`config.mk`:
```
export PLATFORM = sky130hd
export DESIGN_NAME = tha_prep
export DESIGN_NICKNAME = d
export VERILOG_FILES = /design/src/tha_pkg.sv /design/src/tha_prep.sv
export SDC_FILE = /design/constraint.sdc
export NUM_CORES = 1
export LEC_CHECK = 0
export BUFFER_PORTS_ARGS = -buffer_cell sky130_fd_sc_hd__buf_2
export CAP_MARGIN = 40
export CELL_PAD_IN_SITES_DETAIL_PLACEMENT = 1
export CELL_PAD_IN_SITES_GLOBAL_PLACEMENT = 1
export CORE_MARGIN = 2
export CORE_UTILIZATION = 27
export DETAILED_ROUTE_END_ITERATION = 16
export PLACE_DENSITY_LB_ADDON = 0.1
export SYNTH_ARGS = -nofsm -noshare
export SYNTH_HDL_FRONTEND = slang
export SYNTH_SLANG_ARGS = --single-unit
```
`constraint.sdc`:
```
create_clock -name clk -period 2.6 [get_ports clk]
set_clock_uncertainty 0.15 [all_clocks]
set_input_delay 0.52 -clock clk [delete_from_list [all_inputs] [get_ports clk]]
set_output_delay 0.52 -clock clk [all_outputs]
set_load 0.01 [all_outputs]
```
`src/tha_pkg.sv`:
```
// Shared types and constants for the triangle Heron area core.
// Holds the channel structs and the lane struct carried through the root cells.
// No dependencies.
`default_nettype none

package tha_pkg;

    localparam int SIDE_W  = 16;
    localparam int FACT_W  = 16;
    localparam int PERIM_W = 17;
    localparam int AREA_W  = 31;
    localparam int PROD_W  = 2 * AREA_W;

    typedef struct packed {
        logic signed [SIDE_W-1:0] side_a;
        logic signed [SIDE_W-1:0] side_b;
        logic signed [SIDE_W-1:0] side_c;
    } tri_in_t;

    typedef struct packed {
        logic               valid_res;
        logic [PERIM_W-1:0] perimeter;
        logic [AREA_W-1:0]  area;
    } tri_out_t;

    // Item after validation: factors are zero for a rejected triangle.
    typedef struct packed {
        logic               ok;
        logic [PERIM_W-1:0] perim;
        logic [FACT_W-1:0]  fa;
        logic [FACT_W-1:0]  fb;
        logic [FACT_W-1:0]  fc;
    } tri_fact_t;

    // Item inside the square-root chain.
    typedef struct packed {
        logic               ok;
        logic [PERIM_W-1:0] perim;
        logic [AREA_W-1:0]  root;
        logic [PROD_W-1:0]  rem;
    } sqrt_lane_t;

endpackage

`default_nettype wire

```
`src/tha_prep.sv`:
```
// Input stage: checks the triangle condition and forms perimeter and factors.
// Depends on tha_pkg.
`default_nettype none

module tha_prep
    import tha_pkg::*;
(
    input  wire logic      clk,
    input  wire logic      rst_n,
    input  wire logic      up_valid,
    output logic           up_ready,
    input  wire tri_in_t   up_data,
    output logic           dn_valid,
    input  wire logic      dn_ready,
    output tri_fact_t      dn_data
);

    logic       valid_reg;
    logic       valid_next;
    tri_fact_t  data_reg;
    tri_fact_t  data_next;

    logic [SIDE_W-2:0] ua;
    logic [SIDE_W-2:0] ub;
    logic [SIDE_W-2:0] uc;
    logic [SIDE_W-1:0] s_bc;
    logic [SIDE_W-1:0] s_ac;
    logic [SIDE_W-1:0] s_ab;
    logic              nonneg;
    logic              ok;

    always_comb
    begin
        ua     = up_data.side_a[SIDE_W-2:0];
        ub     = up_data.side_b[SIDE_W-2:0];
        uc     = up_data.side_c[SIDE_W-2:0];
        s_bc   = {1'b0, ub} + {1'b0, uc};
        s_ac   = {1'b0, ua} + {1'b0, uc};
        s_ab   = {1'b0, ua} + {1'b0, ub};
        nonneg = !up_data.side_a[SIDE_W-1] && !up_data.side_b[SIDE_W-1]
                 && !up_data.side_c[SIDE_W-1];
        ok     = nonneg && ({1'b0, ua} < s_bc) && ({1'b0, ub} < s_ac)
                 && ({1'b0, uc} < s_ab);

        up_ready = !valid_reg || dn_ready;
        valid_next = up_ready ? up_valid : valid_reg;
        data_next  = data_reg;
        if (up_ready && up_valid)
        begin
            data_next.ok = ok;
            if (ok)
            begin
                data_next.perim = {1'b0, s_bc} + {2'b00, ua};
                data_next.fa    = s_bc - {1'b0, ua};
                data_next.fb    = s_ac - {1'b0, ub};
                data_next.fc    = s_ab - {1'b0, uc};
            end
            else
            begin
                data_next.perim = '0;
                data_next.fa    = '0;
                data_next.fb    = '0;
                data_next.fc    = '0;
            end
        end
    end

    always_ff @(posedge clk or negedge rst_n)
    begin
        if (!rst_n)
        begin
            valid_reg <= 1'b0;
        end
        else
        begin
            valid_reg <= valid_next;
        end
    end

    always_ff @(posedge clk)
    begin
        data_reg <= data_next;
    end

    assign dn_valid = valid_reg;
    assign dn_data  = data_reg;

endmodule

`default_nettype wire

```
After elaboration in Yosys (flattened, before gate mapping)
Index checks and enable logic that the tools add are counted.
Operators by class
  reductions and logical operators: 11
  bitwise logic cells: 0
  eq/ne operators: 0
  add/sub/neg operators: 7
  divide/modulo/power cells: 0
  order comparisons: 3
  shift operators: 0
  multiplexer cells: 0
  $mul: 0
Operator list (number)
  $add 15x15->16: 3
  $lt 15x16->1: 3
  $sub 16x15->16: 3
  $add 16x15->17: 1
  $logic_and 1x1->1: 6
  $logic_not 1->1: 4
  $logic_or 1x1->1: 1
Storage, ports and cells
  bits in latches: 0
  word-level logic and storage cells: 27
  memory bits (read-only): 0
  output and inout bits: 68
  memories kept: 0
  bits in registers: 67
  RAM bits: 0

Depth between registers and ports, before layout
  depth in word-level cells: 6
  gate-level depth with buffers: 22
  mapped depth without buffers: 20

Worst setup path after synthesis
OpenSTA, ideal clock, no wires.
  kind: input -> register
  start: input up_data[0] (netlist name)
  end: register data_reg, in the netlist dn_data[44] (data pin)
  stages: 21
  slack: -1900 ps
  setup time: 136 ps
  data arrival time: 4215 ps
  cell sequence: ha_1 > inv_1 > fa_1 > nor2b_1 > o21a_1 > o21ai_0 > a21oi_1 > o21a_1 > o21ai_0 > a211oi_1 > xor2_1 > ha_1 > clkbuf_1 > nand2_1 > nor2_1 > a211o_1 > a21oi_1 > or4_4 > buf_8 > buf_12 > nor2_4
On the way
  longest elaborated chain between the ends: 5
  elaborated cells on any way between the ends: 9
Ends and longest elaborated chain
  start, declared: RTL line tha_prep.sv:12  | input wire tri_in_t up_data,
  $add 15x15->16: RTL line tha_prep.sv:37  | s_bc = {1'b0, ub} + {1'b0, uc};
  $lt 15x16->1: RTL line tha_prep.sv:42  | ok = nonneg && ({1'b0, ua} < s_bc) && ({1'b0, ub} < s_ac)
  $logic_and 1x1->1 (2 in a row): RTL line tha_prep.sv:42
  $logic_and 1x1->1: RTL line tha_prep.sv:43  | && ({1'b0, uc} < s_ab);
  end signal, assigned: RTL line tha_prep.sv:82  | data_reg <= data_next;
  end, declared: RTL line tha_prep.sv:20  | tri_fact_t data_reg;
Parallel ways exist; a longest one is shown, timed or not.
A chain may end at the register's enable or synchronous reset.

Worst setup path in the final report
  start: input up_data[1] (netlist name)
  end: register data_reg, in the netlist dn_data[3] (data pin)
Same word-level chain as after synthesis.

==> out/metrics.cfg <==
[run_status]
outcome = complete, but fails checks
violations = setup timing

[setup_path]
crit_path_end_kind = register
crit_family = compound AO/OA/AOI/OAI gates
arrival_ps = 4410
crit_fanout = 8
worst_path_max_delay_cell = or4_4
worst-path-buf-inv = 5
reg2reg_depth = 3
r2r-start = dn_valid
critPathLaunchType = primary input
crit_chain = buf_2 > inv_1 > fa_2 > nor2b_1 > o21a_1 > o21ai_2 > a21oi_2 > o21a_1 > o21ai_2 > buf_6 > a211oi_4 > xor2_2 > ha_1 > nand2_1 > nor2_4 > a211o_1 > a21oi_2 > or4_4 > buf_8 > buf_16 > a211oi_2
r2r-end = dn_data[13]
worst_path_largest_cell_delay_ps = 600
rrSetupSlack_ps = 1110
crit_type = in -> reg
critPathRequiredTime_ps = 2640

[job]
max_cap_violations = 0

[clocking]
cts_buffers = 9
cts_root_buf = clkbuf_16
h-tree-depth = 3
cts_buffer_depth = 2
clk_latency_ps = 350
cts_sinks = 66
cts_tree = built
clk_pin_slew_ps = 60

[grt]
grt_antenna_before_repair = 0
grt_overflow = 0
grt_pass1_vias = 8068
grt_pass1_wl_mm = 41.6
grt_usage_pct = 18.4
grt_max_degree = 66

[place]
placed_cells_incl_taps = 1610
place.gp.congestion = 0.816
numPortBuffers = 119
dp_hpwl_mm = 21.1

[yosys]
synth_top_area_cell = edfxtp_1
synth_edf_count = 65
netlist_instances = 841
syn_area_mm2 = 0.00757
synth_seq_area_share_pct = 26.1
synthFlopType = edfxtp_1
async_flop_share_pct = 1.52
synth.avg_cell_area_um2 = 9.00
ys_seq_elements = 66
synth_top_area_share_pct = 25.8
ys_top_cells_by_area = edfxtp_1, ha_1, xnor2_1
yosys_warnings = 0
ys_types = 76
synth_nets = 1006

[sta]
period_share_pct = 168
drv_slew = 0
setup_ws_ps = -1770
final_hold_viol_count = 0
period_minus_slack_ps = 4370
slew_headroom_pct = 59.4
setup_viol = 65
fmax_ghz = 0.229
worst_pin_slew_ps = 601
rsz0062_at_grt = yes

[final_layout]
final_cell_mix = buf_4, buf_2, ha_1, inv_1, edfxtp_1
nNetsFinal = 1432
syn_to_final_growth_pct = 56.7
final_cells = 1650
utilization_pct = 42.8
drive_above_1_share_pct = 46.0
final_common_cell = buf_4
num_antenna_cells = 0

[routing]
wl_per_cell_um = 15.8
viasPerCell = 4.55
drtAntennaViolNets = 0
drt-total-wl_mm = 26.1
vias = 7513
drcViolationCount = 0
drt_iter0_markers = 211
drt_pass1_iterations = 4

[power_and_ir_drop]
power.density_mw_per_mm2 = 561
vdd_drop_max_v = 0.000225
power.leakage_nw = 5.55

[min_path]
hold_class = in -> reg
hold_depth = 2
holdPathEnd = dn_valid
hp-start = up_valid

[floorplanning]
die_area_mm2 = 0.0294
initial_utilization_pct = 27.3
core_mm2 = 0.0277
num_rows = 61
die_w_um = 171
die_height_um = 171
ioPinCount = 120

kinds of logic after synthesis:
family | synth area share [%]
and+or+nand+nor | 20.6
AOI/OAI and AO/OA | 18.5
adders and majority gates | 19.4
buffers and inverters | 6.38
xor gates and xnor gates | 8.91
DFF | 26.1
muxes | 0.132
power breakdown:
group	leakage (nW)	switching [mW]	internal [mW]
clock network	0.138	0.498	0.741
logic	4.75	2.12	2.05
registers	0.665	0.0130	1.23
flip-flops by register name, indices dropped and copies added (netlist names):
signal and cells:
dn_data 65, dn_valid 1
layer usage:
layer	vias up	wire, um	share of wire, %	track usage [%]
met1	3566	12400	48	23.9
li1	3835	-	-	-
met3	18	583	2.2	2.23
met5	-	0	0	0
met4	0	382	1.5	4.46
met2	94	12700	49	32.5
cell type report:
class | count | area (um^2)
multi-input combinational | 671 | 5610
tap | 378 | 473
fill | 3270 | 15900
sequential | 66 | 1980
inverter | 84 | 315
clock inverter | 3 | 40.0
timing repair buffer | 435 | 3190
clock buffer | 13 | 240
timing repair:
item	4_1_cts	5_1_grt
hold buffers	1	0
endpoints found under the setup margin	65	65
hold endpoints to repair	1	0
gates cloned	4	0
pin swaps	63	38
setup buffers	15	5
gates resized for setup	67	61
worst max path at each step:
stage / from / end / depth (start not counted)
global placement: up_data[16] / dn_data[38] / 24
CTS: up_data[16] / dn_data[17] / 24
floorplan: up_data[0] / dn_data[56] / 22
detailed placement: up_data[16] / dn_data[35] / 24
finish: up_data[1] / dn_data[3] / 21
global route: up_data[17] / dn_data[17] / 23
synth_stat cells (5+ instances only):
cell type  count
o21bai_1       8
o21a_1        14
nand4_1       10
or2_2          5
clkbuf_1       6
ha_1         106
a31oi_1        8
xnor2_1       54
edfxtp_1      65
or3_1          8
nor2b_1       22
o21ai_1        8
nor4_1         5
xor2_1        23
nor2_4        30
nand3_1       19
buf_2          5
a21oi_1       56
nor2_1        73
nor3_1        21
o211ai_1       7
a211oi_1       8
nand2_1       40
nor2_2         9
nand2b_1      12
and3_1         5
inv_1         83
o21ai_0       34
fa_1           7
a21o_1        17
through the flow:
stage               instance area (um^2)  power, mW  TNS (ps)  setup slack (ps)  hold WS, ps
CTS                                11600       6.56   -115590             -1860          208
floorplan                           7600       3.46   -103910             -1630         74.4
global route                       11900       7.16   -121270             -1980          236
finish                             11900       6.65   -108330             -1770          223
global placement                   10800       5.07   -149980             -2400          145
detailed placement                 10800       5.09   -154990             -2500          146
(Power assumes the default switching activity.)
