[config.mk]
export PLATFORM = sky130hd
export DESIGN_NAME = tha_mul
export DESIGN_NICKNAME = d
export VERILOG_FILES = /design/src/tha_pkg.sv /design/src/tha_mul.sv
export SDC_FILE = /design/constraint.sdc
export NUM_CORES = 2
export LEC_CHECK = 0
export BUFFER_PORTS_ARGS = -buffer_cell sky130_fd_sc_hd__buf_4
export CORE_ASPECT_RATIO = 1.2
export CORE_MARGIN = 1.5
export CORE_UTILIZATION = 60
export CTS_CLUSTER_DIAMETER = 50
export DETAILED_ROUTE_END_ITERATION = 8
export PLACE_DENSITY = 0.73
export SETUP_SLACK_MARGIN = 0.02
export SLEW_MARGIN = 20
export SYNTH_ARGS = -nofsm -noshare
export SYNTH_HDL_FRONTEND = slang
export SYNTH_SLANG_ARGS = --single-unit
[constraint.sdc]
create_clock -name clk -period 8.98 [get_ports clk]
set_input_delay 0.898 -clock clk [delete_from_list [all_inputs] [get_ports clk]]
set_output_delay 0.898 -clock clk [all_outputs]
set_load 0.02 [all_outputs]
[src/tha_pkg.sv]
// Shared types and constants for the triangle Heron area core.
// Holds the channel structs and the lane struct carried through the root cells.
// No dependencies.
`default_nettype none

package tha_pkg;

    localparam int SIDE_W  = 16;
    localparam int FACT_W  = 16;
    localparam int PERIM_W = 17;
    localparam int AREA_W  = 31;
    localparam int PROD_W  = 2 * AREA_W;

    typedef struct packed {
        logic signed [SIDE_W-1:0] side_a;
        logic signed [SIDE_W-1:0] side_b;
        logic signed [SIDE_W-1:0] side_c;
    } tri_in_t;

    typedef struct packed {
        logic               valid_res;
        logic [PERIM_W-1:0] perimeter;
        logic [AREA_W-1:0]  area;
    } tri_out_t;

    // Item after validation: factors are zero for a rejected triangle.
    typedef struct packed {
        logic               ok;
        logic [PERIM_W-1:0] perim;
        logic [FACT_W-1:0]  fa;
        logic [FACT_W-1:0]  fb;
        logic [FACT_W-1:0]  fc;
    } tri_fact_t;

    // Item inside the square-root chain.
    typedef struct packed {
        logic               ok;
        logic [PERIM_W-1:0] perim;
        logic [AREA_W-1:0]  root;
        logic [PROD_W-1:0]  rem;
    } sqrt_lane_t;

endpackage

`default_nettype wire

[src/tha_mul.sv]
// Three-stage product of perimeter and the three factors, split into
// narrow partial products. Depends on tha_pkg.
`default_nettype none

module tha_mul
    import tha_pkg::*;
(
    input  wire logic      clk,
    input  wire logic      rst_n,
    input  wire logic      up_valid,
    output logic           up_ready,
    input  wire tri_fact_t up_data,
    output logic           dn_valid,
    input  wire logic      dn_ready,
    output sqrt_lane_t     dn_data
);

    localparam int M1_W  = PERIM_W + FACT_W;
    localparam int M2_W  = 2 * FACT_W;
    localparam int HALF  = M2_W / 2;
    localparam int PP_W  = M1_W + HALF;

    // Stage 1: p*fa and fb*fc
    logic               v1_reg;
    logic               ok1_reg;
    logic [PERIM_W-1:0] perim1_reg;
    logic [M1_W-1:0]    m1_reg;
    logic [M2_W-1:0]    m2_reg;
    // Stage 2: two partial products
    logic               v2_reg;
    logic               ok2_reg;
    logic [PERIM_W-1:0] perim2_reg;
    logic [PP_W-1:0]    plo_reg;
    logic [PP_W-1:0]    phi_reg;
    // Stage 3: summed product
    logic               v3_reg;
    sqrt_lane_t         lane3_reg;

    logic rdy1;
    logic rdy2;
    logic rdy3;
    logic [PROD_W-1:0] sum3;

    always_comb
    begin
        rdy3 = !v3_reg || dn_ready;
        rdy2 = !v2_reg || rdy3;
        rdy1 = !v1_reg || rdy2;
        up_ready = rdy1;
        sum3 = PROD_W'(plo_reg) + PROD_W'({phi_reg, {HALF{1'b0}}});
    end

    always_ff @(posedge clk or negedge rst_n)
    begin
        if (!rst_n)
        begin
            v1_reg <= 1'b0;
            v2_reg <= 1'b0;
            v3_reg <= 1'b0;
        end
        else
        begin
            if (rdy1)
            begin
                v1_reg <= up_valid;
            end
            if (rdy2)
            begin
                v2_reg <= v1_reg;
            end
            if (rdy3)
            begin
                v3_reg <= v2_reg;
            end
        end
    end

    always_ff @(posedge clk)
    begin
        if (rdy1 && up_valid)
        begin
            ok1_reg    <= up_data.ok;
            perim1_reg <= up_data.perim;
            m1_reg     <= M1_W'(up_data.perim) * M1_W'(up_data.fa);
            m2_reg     <= M2_W'(up_data.fb) * M2_W'(up_data.fc);
        end
        if (rdy2 && v1_reg)
        begin
            ok2_reg    <= ok1_reg;
            perim2_reg <= perim1_reg;
            plo_reg    <= PP_W'(m1_reg) * PP_W'(m2_reg[HALF-1:0]);
            phi_reg    <= PP_W'(m1_reg) * PP_W'(m2_reg[M2_W-1:HALF]);
        end
        if (rdy3 && v2_reg)
        begin
            lane3_reg.ok    <= ok2_reg;
            lane3_reg.perim <= perim2_reg;
            lane3_reg.root  <= '0;
            lane3_reg.rem   <= sum3;
        end
    end

    assign dn_valid = v3_reg;
    assign dn_data  = lane3_reg;

endmodule

`default_nettype wire

[Word-level counts from Yosys, hierarchy flattened]
Index checks and enable logic that the tools add are counted.
Widths: inputs -> output; s select.
Operators by class
  add/sub/neg operators: 1
  multipliers: 4
  reductions and logical operators: 9
Operators with widths (count)
  $add 49x62->62: 1
  $mul 33x16->49: 1
  $mul 33x16->46: 1
  $mul 17x16->33: 1
  $mul 16x16->32: 1
  $logic_and 1x1->1: 3
  $logic_not 1->1: 3
  $logic_or 1x1->1: 3
Storage, ports and cells
  flip-flop bits (word level): 279
  input port bits: 70
  output and inout port bits: 113
  word-level logic and storage cells: 28

[Depth between registers and ports, before layout]
  depth in word-level cells: 5
  mapped depth: 26

[Worst setup path after synthesis]
No wires, ideal clock.
  path kind: input -> register
  start point: input up_data[36] (netlist name)
  end point: register m1_reg[32], data pin
  arrival: 6.548 ns
  path slack: 2.265 ns
  stages on the path: 22
  path through: clkbuf_1 clkbuf_1 nand2_1 fa_1 inv_1 fa_1 inv_1 fa_1 inv_1 fa_1 fa_1 fa_1 ha_1 a2111oi_0 o221a_2 o31a_1 o31ai_1 a21oi_1 a21oi_1 o22ai_1 nor2_1 a211oi_1
On the way
  word-level cells in the longest chain between the ends: 1
Ends and longest elaborated chain
  from (decl): line tha_mul.sv:12  | input wire tri_fact_t up_data,
  $mul 17x16->33: line tha_mul.sv:84  | m1_reg <= M1_W'(up_data.perim) * M1_W'(up_data.fa);
  to (signal assigned): line tha_mul.sv:84
  to (decl): line tha_mul.sv:27  | logic [M1_W-1:0] m1_reg;
No other way between the ends.
A chain may end at the register's enable or synchronous reset.

[Final worst setup path]
  start point: register m2_reg[3]
  end point: register plo_reg[48], data pin
On the way
  word-level cells in the longest chain between the ends: 1
Ends and longest elaborated chain
  from (decl): line tha_mul.sv:28  | logic [M2_W-1:0] m2_reg;
  from (signal assigned): line tha_mul.sv:85  | m2_reg <= M2_W'(up_data.fb) * M2_W'(up_data.fc);
  $mul 33x16->49: line tha_mul.sv:91  | plo_reg <= PP_W'(m1_reg) * PP_W'(m2_reg[HALF-1:0]);
  to (signal assigned): line tha_mul.sv:91
  to (decl): line tha_mul.sv:33  | logic [PP_W-1:0] plo_reg;
No other way between the ends.

==> metrics <==
outcome completed; DR iter-0 viols 2662; antenna violations before repair 2; antenna cells 0; Synth Register Bits 279; CP Buf/Inv Count 4; per-cell routed wire length 18.5 microns; Final HPWL DP 114000 microns; share of cells above drive strength 1 5.22%; Slew Limit Fails 0; largest net degree at the start of global routing 65; minimum clock period 7.53 ns; worst-path cell chain buf_4 > nand2_1 > fa_1 > fa_1 > fa_1 > inv_1 > fa_1 > fa_1 > inv_1 > fa_1 > inv_1 > ha_1 > a21o_1 > a211oi_2 > nor2b_1 > o211ai_1 > a21oi_1 > a211oi_2 > a31oi_1 > o211ai_2 > a41oi_1 > xnor2_1; Area contributors post-synth fa_1, edfxtp_1, ha_1; register area share after synthesis 13.8%; die area 103000 sq um; delay of the slowest critical-path stage 0.98 ns; slowest stage cell, crit path edfxtp_1; DR vias 42966; gpl congestion 0.902; TNS Setup 0 ns; First-pass DRT Iterations 5; number of global-route vias before repair 47205; highest metal used met5; top cells by count, synth inv_1, fa_1, nand2_1, and2_1, ha_1; YS warnings 0; type of the worst min-delay path input pin to async pin; Final Hold Fails 0; clock skew 0.0313 ns; CP top delay family adder cells; crit path kind flop to flop; Initial Util 60.5%; top_reg_cell synth edfxtp_1; Max Freq 133 MHz; Syn Std Cell Area 60400 sq um; Yosys top cell area share 41.9%; Worst-path clk slew 0.06 ns; CP arrival 7.87 ns; FF-to-FF Start m2_reg[3]; final antenna-violating net count 0; final net count 8186; syn_area_per_cell 9.45 sq um; GRT Util Overall 29.4%; CTS tree built; FFs w/ async S/R, synth 1.08%; die height 351 microns; Unique masters post-synth 76; RSZ-0062 raised after global routing no; Critical Path Start Type flop; M1 WL 53100 microns; post-cts hold buffer count 0; # rows 127; postcts setup bufs 0; IO buf count 151; Post-synth EDFFs 276; routed wire length 142000 microns; Setup crit start m2_reg[3]; H-Tree Depth 2; met2 WL 73500 microns; Yosys top cell by area fa_1; post_cts resized 0; Clock Sinks 279; Die X 293 microns; crit-path max FO 25; max FFs per register 80; Critical Path RT 9.32 ns; I/O pin count 183; total grt overflow 0; count leader, synth inv_1; TritonCTS buffer count 42; Cells after Synth 6397; clk buf depth 3; most frequent CP cell fa_1; Setup violations, final 0; Final period util 83.8%; relative max-transition margin 28.5%; Worst Max-Slew Pin Slew 1.07 ns; area delta synth->final 6.00%; latest clock arrival within the worst-skew pair 0.61 ns; Critical Path End Type flop; via-per-instance ratio 5.57; DRC Markers 0; CTS root buffer clkbuf_16; met3 wire length 8620 microns; Max Cap Viol 0; global-route wire length before repair 239000 microns; core area 99900 sq um; Layout fillers 8169
layout by cell type (no fill, tap or decap), types with 6 or more instances in the layout:
| cell type | instances |
|---|---|
| o21ai_1 | 7 |
| a2111oi_0 | 6 |
| nor4_1 | 6 |
| a211oi_1 | 17 |
| o21bai_1 | 25 |
| nand2_1 | 1068 |
| a21oi_1 | 153 |
| nand4_1 | 14 |
| clkbuf_16 | 43 |
| buf_4 | 225 |
| inv_6 | 6 |
| a21o_1 | 84 |
| and2_1 | 612 |
| xor2_1 | 58 |
| a21oi_2 | 7 |
| and3_1 | 24 |
| o21a_1 | 24 |
| nand2b_1 | 29 |
| a31oi_1 | 18 |
| ha_1 | 467 |
| nand3_1 | 41 |
| o211ai_1 | 13 |
| nor3_1 | 18 |
| o21ai_0 | 77 |
| xnor2_1 | 126 |
| fa_1 | 1265 |
| a21boi_0 | 9 |
| clkinv_8 | 7 |
| nor2_1 | 98 |
| edfxtp_1 | 276 |
| conb_1 | 31 |
| inv_1 | 1427 |
| nor2b_1 | 20 |
worst register-to-register path, delay by kind of cell, from the launching register on:
kind	cells	cell delay, ns
AO/OA/AOI/OAI	8	2.09
XOR/XNOR	1	0.08
adder cells (fa/ha/maj)	7	3.37
buffers and inverters	4	0.48
flip-flops	1	0.98
AND/OR/NAND/NOR	2	0.29
area by class of cell:
cell class | count | area, sq um | share of cell area (%)
inverters | 1427 | 5360 | 8.36
flip-flops and latches | 279 | 8360 | 13.1
repair buffers | 227 | 1720 | 2.68
clock buffers | 47 | 1090 | 1.70
well taps | 1290 | 1610 | 2.52
multi-input cells | 4407 | 45500 | 71.1
clock inverters | 30 | 392 | 0.611
stage by stage:
step                      cell area [sq um]  worst slack [ns]  hold slack [ns]  util [%]  std cells
final                                 64100              1.45           0.0738      64.1       7707
after CTS                             64000              1.51           0.0501      64.1       7706
after global routing                  64100              1.14           0.0525      64.1       7707
after global placement                62500              1.56            0.401      62.6       7628
after floorplan                       60500              2.26            0.400         -       6427
after detailed placement              62600              1.51            0.405      62.6       7629
logic make-up after synthesis:
logic type               after synthesis  synth area share, %
flip-flops                           279                 13.8
multiplexers                           1               0.0166
other                                  1              0.00621
AO/OA/AOI/OAI                        507                 5.57
XOR/XNOR                             184                 2.67
adder cells (fa/ha/maj)             1732                 51.6
buffers and inverters               1741                 11.0
AND/OR/NAND/NOR                     1952                 15.3
per-layer routing:
metal	GRT usage, %	vias to the layer above
li1	-	19061
met1	34.9	21966
met2	52.9	1512
met3	3.82	423
met4	14.0	4
met5	0	-
worst paths after layout:
kind,end,slack (ns),depth (start not counted)
min reg2reg,ok2_reg,0.41,0
min,v1_reg,0.07,1
min in group clk,ok2_reg,0.41,0
max,plo_reg[48],1.45,22
max in group asynchronous,dn_valid,8.79,1
max reg2reg,plo_reg[48],1.45,22
Power is left out: the tool's default activity adds up to more than one toggle a clock period on the data nets, which glitch-free logic cannot reach.
