File: config.mk
export PLATFORM = sky130hd
export DESIGN_NAME = tha_sqrt_cell
export DESIGN_NICKNAME = d
export VERILOG_FILES = /design/src/tha_pkg.sv /design/src/tha_sqrt_cell.sv
export SDC_FILE = /design/constraint.sdc
export NUM_CORES = 1
export LEC_CHECK = 0
export ABC_AREA = 1
export BUFFER_PORTS_ARGS = -buffer_cell sky130_fd_sc_hd__buf_2
export CAP_MARGIN = 10
export CORE_ASPECT_RATIO = 0.7
export CORE_UTILIZATION = 26
export CTS_CLUSTER_SIZE = 40
export DETAILED_ROUTE_END_ITERATION = 8
export PLACE_DENSITY = 0.49
export SLEW_MARGIN = 20
export SYNTH_ARGS = -nofsm -noshare
export SYNTH_HDL_FRONTEND = slang
export SYNTH_SLANG_ARGS = --single-unit
File: constraint.sdc
create_clock -name clk -period 9.05 [get_ports clk]
set_input_delay 0.4525 -clock clk [delete_from_list [all_inputs] [get_ports clk]]
set_output_delay 0.4525 -clock clk [all_outputs]
set_load 0.02 [all_outputs]
File: src/tha_pkg.sv
// Shared types and constants for the triangle Heron area core.
// Holds the channel structs and the lane struct carried through the root cells.
// No dependencies.
`default_nettype none

package tha_pkg;

    localparam int SIDE_W  = 16;
    localparam int FACT_W  = 16;
    localparam int PERIM_W = 17;
    localparam int AREA_W  = 31;
    localparam int PROD_W  = 2 * AREA_W;

    typedef struct packed {
        logic signed [SIDE_W-1:0] side_a;
        logic signed [SIDE_W-1:0] side_b;
        logic signed [SIDE_W-1:0] side_c;
    } tri_in_t;

    typedef struct packed {
        logic               valid_res;
        logic [PERIM_W-1:0] perimeter;
        logic [AREA_W-1:0]  area;
    } tri_out_t;

    // Item after validation: factors are zero for a rejected triangle.
    typedef struct packed {
        logic               ok;
        logic [PERIM_W-1:0] perim;
        logic [FACT_W-1:0]  fa;
        logic [FACT_W-1:0]  fb;
        logic [FACT_W-1:0]  fc;
    } tri_fact_t;

    // Item inside the square-root chain.
    typedef struct packed {
        logic               ok;
        logic [PERIM_W-1:0] perim;
        logic [AREA_W-1:0]  root;
        logic [PROD_W-1:0]  rem;
    } sqrt_lane_t;

endpackage

`default_nettype wire

File: src/tha_sqrt_cell.sv
// One cell of the square-root chain: decides one root bit and passes the
// lane on. Depends on tha_pkg.
`default_nettype none

module tha_sqrt_cell
    import tha_pkg::*;
#(
    parameter int BIT = AREA_W - 1
)
(
    input  wire logic       clk,
    input  wire logic       rst_n,
    input  wire logic       up_valid,
    output logic            up_ready,
    input  wire sqrt_lane_t up_data,
    output logic            dn_valid,
    input  wire logic       dn_ready,
    output sqrt_lane_t      dn_data
);

    localparam int TW = PROD_W + 1;

    logic       valid_reg;
    logic       valid_next;
    sqrt_lane_t lane_reg;
    sqrt_lane_t lane_next;
    logic [TW-1:0] trial;

    always_comb
    begin
        // trial = (2*root + 2^BIT) * 2^BIT
        trial = (TW'(up_data.root) << (BIT + 1)) + (TW'(1) << (2 * BIT));
        up_ready   = !valid_reg || dn_ready;
        valid_next = up_ready ? up_valid : valid_reg;
        lane_next  = lane_reg;
        if (up_ready && up_valid)
        begin
            lane_next = up_data;
            if (TW'(up_data.rem) >= trial)
            begin
                lane_next.rem  = up_data.rem - trial[PROD_W-1:0];
                lane_next.root = up_data.root | (AREA_W'(1) << BIT);
            end
        end
    end

    always_ff @(posedge clk or negedge rst_n)
    begin
        if (!rst_n)
        begin
            valid_reg <= 1'b0;
        end
        else
        begin
            valid_reg <= valid_next;
        end
    end

    always_ff @(posedge clk)
    begin
        lane_reg <= lane_next;
    end

    assign dn_valid = valid_reg;
    assign dn_data  = lane_reg;

endmodule

`default_nettype wire

==> Word-level counts from Yosys, hierarchy flattened <==
Index checks and enable logic that the tools add are counted.
{ "word_totals": {"inputBits": 115, "register_bits": 112, "out_inout_bits": 113} }
{ "op_classes": {"n_reduce_logical": 3, "add_sub_neg": 2, "n_lt_le_gt_ge": 1, "mux": 1} }
{ "op_table": {"columns": ["operator", "count"], "rows": [
  ["$add A62 B61 Y63 const B", 1],
  ["$ge A62 B63 Y1", 1],
  ["$mux W62", 1],
  ["$sub A62 B62 Y62", 1],
  ["$logic_and A1 B1 Y1", 1],
  ["$logic_not A1 Y1", 1],
  ["$logic_or A1 B1 Y1", 1]
]} }

==> Depth between registers and ports, before layout <==
{ "logic_depth": {"word_depth": 3, "depth_mapped": 15, "depth_no_buf": 15} }

==> Least setup slack after synthesis <==
OpenSTA, ideal clock, no wires.
{ "synth_path": {"kind": "register to register", "start": "register valid_reg (netlist: dn_valid)", "end": "register lane_reg (netlist bit dn_data[0]) (enable)", "path_stages_with_launch": 2, "path_buffers": 0, "setup_slack_ns": 2.564, "synth_period_minus_slack_ns": 6.486, "required_ns": 8.432, "arrival_time_ns": 5.868, "setup_time_ns": 0.618, "path_cell_list": "dfrtp_1 -> a21oi_1"} }
{ "synth_via": {"elab_chain_cells": 3} }
{ "synth_rtl": {"columns": ["item", "line_no", "rtl"], "rows": [
  ["start: declaration", "tha_sqrt_cell.sv:23", "logic valid_reg;"],
  ["start signal: assignment", "tha_sqrt_cell.sv:55", "valid_reg <= valid_next;"],
  ["$logic_not A1 Y1", "tha_sqrt_cell.sv:33", "up_ready = !valid_reg || dn_ready;"],
  ["$logic_or A1 B1 Y1", "tha_sqrt_cell.sv:33", null],
  ["$logic_and A1 B1 Y1", "tha_sqrt_cell.sv:36", "if (up_ready && up_valid)"],
  ["end signal: assignment", "tha_sqrt_cell.sv:61", "lane_reg <= lane_next;"],
  ["end: declaration", "tha_sqrt_cell.sv:25", "sqrt_lane_t lane_reg;"]
]} }
Every way passes these cells.
A chain may end at the register's enable or synchronous reset.

==> Worst setup path after layout <==
{ "layout_path": {"start": "input up_data[31] in the netlist's numbering", "end": "register lane_reg (netlist bit dn_data[50]) (data pin)"} }
{ "layout_via": {"elab_chain_cells": 2, "elab_cells_between_ends": 3, "cone_classes": "add/sub (1); order compare (1); mux (1)"} }
{ "layout_rtl": {"columns": ["item", "line_no", "rtl"], "rows": [
  ["start: declaration", "tha_sqrt_cell.sv:15", "input wire sqrt_lane_t up_data,"],
  ["$sub A62 B62 Y62 / $ge A62 B63 Y1 (equally long branches)", "tha_sqrt_cell.sv:41, tha_sqrt_cell.sv:39", null],
  ["$mux W62 *", "tha_sqrt_cell.sv:39", "if (TW'(up_data.rem) >= trial)"]
]} }
Every way passes the cells marked *; elsewhere a longest branch is shown, timed or not.

==> flow_metrics.py <==
metrics = {
    "run_status": {
        "outcome": "complete, no violations",
    },
    "clocking": {
        "cts_sinks": 112,
        "root_buffer": "clkbuf_16",
        "cts_tree": "done",
        "post_cts_buffers": 0,
        "clk_path_buf_depth": 2,
        "clk_pin_slew_ns": 0.08,
        "numCtsBuffers": 9,
        "worstSkewPairLatency_ns": 0.37,
        "htreeDepth": 3,
    },
    "power_and_ir_drop": {
        "peakVddDrop_uv": 91.5,
        "power.density_nw_per_um2": 163,
        "power.leakage_uw": 0.00437,
    },
    "setup_path": {
        "endpoint_kind": "flop",
        "worstPathArrival_ns": 2.95,
        "critPathLaunch": "up_data[31]",
        "start_kind": "input port",
        "critPathMaxFanout": 19,
        "rr_startpoint": "dn_valid",
        "crit_required_ns": 9.29,
        "crit_type": "input port to flop",
    },
    "drt": {
        "routed_wl_um": 20900,
        "vias": 5937,
        "drt_first_pass_iters": 4,
        "first_iter_violations": 300,
        "drc_errors": 0,
        "via_per_inst": 4.31,
        "routedWlPerCell_um": 15.2,
        "ant_nets": 0,
    },
    "floorplanning": {
        "core_area_um2": 25000,
        "die_x_um": 194,
        "ios": 228,
        "initial_core_util": 0.269,
        "fp.dieArea_um2": 26500,
        "die_h_um": 136,
        "rows": 48,
    },
    "global_route": {
        "antenna_found_initial": 3,
        "grt_pass1_vias": 5638,
        "grt_start_max_net_pins": 69,
        "grt_usage": 0.160,
        "grt_pass1_wl_um": 31800,
        "grt-ovfl-total": 0,
    },
    "timing": {
        "worst_slew_pin_slew_ns": 0.947,
        "setup_viol": 0,
        "fin_crit_sh": 0.300,
        "setup_tns_ns": 0,
        "relSlewSlack": 0.369,
        "hold_violations": 0,
        "fin_crit_ns": 2.71,
        "rsz0062_at_grt": "false",
        "drv_slew": 0,
        "fin_skew_ns": 0.00814,
        "max_freq_mhz": 369,
    },
    "layout": {
        "diodes": 0,
        "seq_area_um2": 3360,
        "fin_nets": 1196,
        "fillCellCount": 2683,
        "multiInputGateArea_um2": 2670,
        "area_growth_pct": 26.8,
        "final_util": 0.341,
        "drive_gt1_frac": 0.264,
    },
    "placement": {
        "finalWeightedCongestion": 0.897,
        "portBuffers": 227,
        "dp_hpwl_um": 16800,
    },
    "synth": {
        "yosys_register_bits": 112,
        "synth_edf_count": 111,
        "synth_cells": 814,
        "ys_seq_area_frac": 0.500,
        "synth.avg_cell_area_um2": 8.25,
        "synth_nets": 962,
        "ys_warn_count": 0,
        "synth_ff_type": "edfxtp_1",
        "async_flop_share": 0.00893,
        "ys_types": 29,
        "synth_area_um2": 6720,
    },
    "min_path": {
        "min_from": "up_data[93]",
        "hp-class": "input port to flop",
    },
    "flow_run": {
        "max-cap-violations": 0,
    },
}
==> cells in the mapped netlist (4+ instances only) <==
| master | number | area share |
|---|---|---|
| ha_1 | 32 | 0.060 |
| nor3_1 | 4 | 0.0030 |
| edfxtp_1 | 111 | 0.50 |
| and2_1 | 5 | 0.0047 |
| nand3_1 | 75 | 0.056 |
| nand4_1 | 13 | 0.012 |
| nand2_2 | 9 | 0.0084 |
| nor2_2 | 10 | 0.0093 |
| inv_2 | 4 | 0.0022 |
| xor2_1 | 15 | 0.020 |
| nor2_1 | 53 | 0.030 |
| buf_6 | 6 | 0.010 |
| inv_1 | 160 | 0.089 |
| nand2_1 | 278 | 0.16 |
| a21oi_1 | 19 | 0.014 |
==> metrics by stage <==
stage	hold slack, ns	cells	area, um2	total power, uW	setup WS, ns
after floorplan	0.157	814	6720	869	2.56
after global placement	0.228	1361	8210	983	6.00
after detailed placement	0.232	1361	8210	984	5.92
after CTS	0.231	1378	8520	1410	6.30
after global routing	0.230	1378	8520	1470	6.06
final	0.250	1378	8520	1380	6.34
==> layout by cell type, fill, tap and decap left out, types with 4 or more instances in the layout <==
cell type,count
nor2_1,53
nand2_1,278
nand4_1,13
inv_2,4
clkbuf_16,9
inv_1,160
a21oi_1,18
and2_1,5
xor2_1,15
nand3_1,75
buf_4,4
edfxtp_1,111
nor2_2,10
ha_1,32
nor3_1,4
nand2_2,9
buf_2,227
==> critical path, stage by stage <==
cell and delay, ns:
buf_2 0.09, inv_1 0.07, ha_1 0.18, inv_1 0.10, fa_1 0.44, nand3_1 0.11, nand3_1 0.14, nand2_1 0.11
nand2_2 0.08, nand2_1 0.11, nand3_2 0.09, nand2_1 0.41, buf_4 0.36, nand3_1 0.11, nand2_1 0.09
==> layout make-up <==
cell class,count,share of cell area
repair buffers,232,0.138
inverters,164,0.0723
flip-flops and latches,112,0.394
clock buffers,9,0.0264
well taps,325,0.0477
multi-input cells,529,0.313
clock inverters,7,0.00837
==> path summary, 6_finish.rpt <==
path	end	slack, ns	cells after the start
worst max-delay path	dn_data[50]	6.34	15
worst min register to register	dn_valid	0.62	2
min in group asynchronous	dn_valid	0.39	2
worst min-delay path	dn_data[93]	0.25	1
worst max register to register	dn_data[74]	6.74	3
max in group asynchronous	dn_valid	8.57	2
==> what timing repair did <==
item                                    in CTS  in global routing
endpoints found under the hold margin        1                  0
hold buffers                                 1                  0
gates resized for setup                      0                  0
endpoints found under the setup margin       0                  0
==> metal layers <==
| metal | vias up | GRT usage | share of wire |
|---|---|---|---|
| li1 | 3036 | - | - |
| met1 | 2667 | 0.229 | 0.51 |
| met2 | 212 | 0.242 | 0.42 |
| met3 | 18 | 0.0424 | 0.066 |
| met4 | 4 | 0.0317 | 0.0082 |
| met5 | - | 0 | 0.0012 |
==> cells by family after synthesis <==
| kind of cell | after synthesis | share of synthesized area |
|---|---|---|
| and+or+nand+nor | 459 | 0.296 |
| AOI/OAI and AO/OA | 22 | 0.0171 |
| DFF | 112 | 0.500 |
| xor gates and xnor gates | 15 | 0.0196 |
| adders and majority gates | 33 | 0.0626 |
| buffers and inverters | 173 | 0.105 |
==> sequential cells by signal, indices dropped and copies added, names as in the netlist <==
register,flops
dn_data,111
dn_valid,1
==> power by group <==
part | switching [uW] | internal, uW | leakage [uW] | total (uW)
logic | 233 | 111 | 0.00316 | 344
registers | 8.70 | 617 | 0.00107 | 626
clock network | 219 | 197 | 0.000147 | 415
total | 460 | 925 | 0.00437 | 1380
Note: power is estimated with default switching activity, not from simulation.
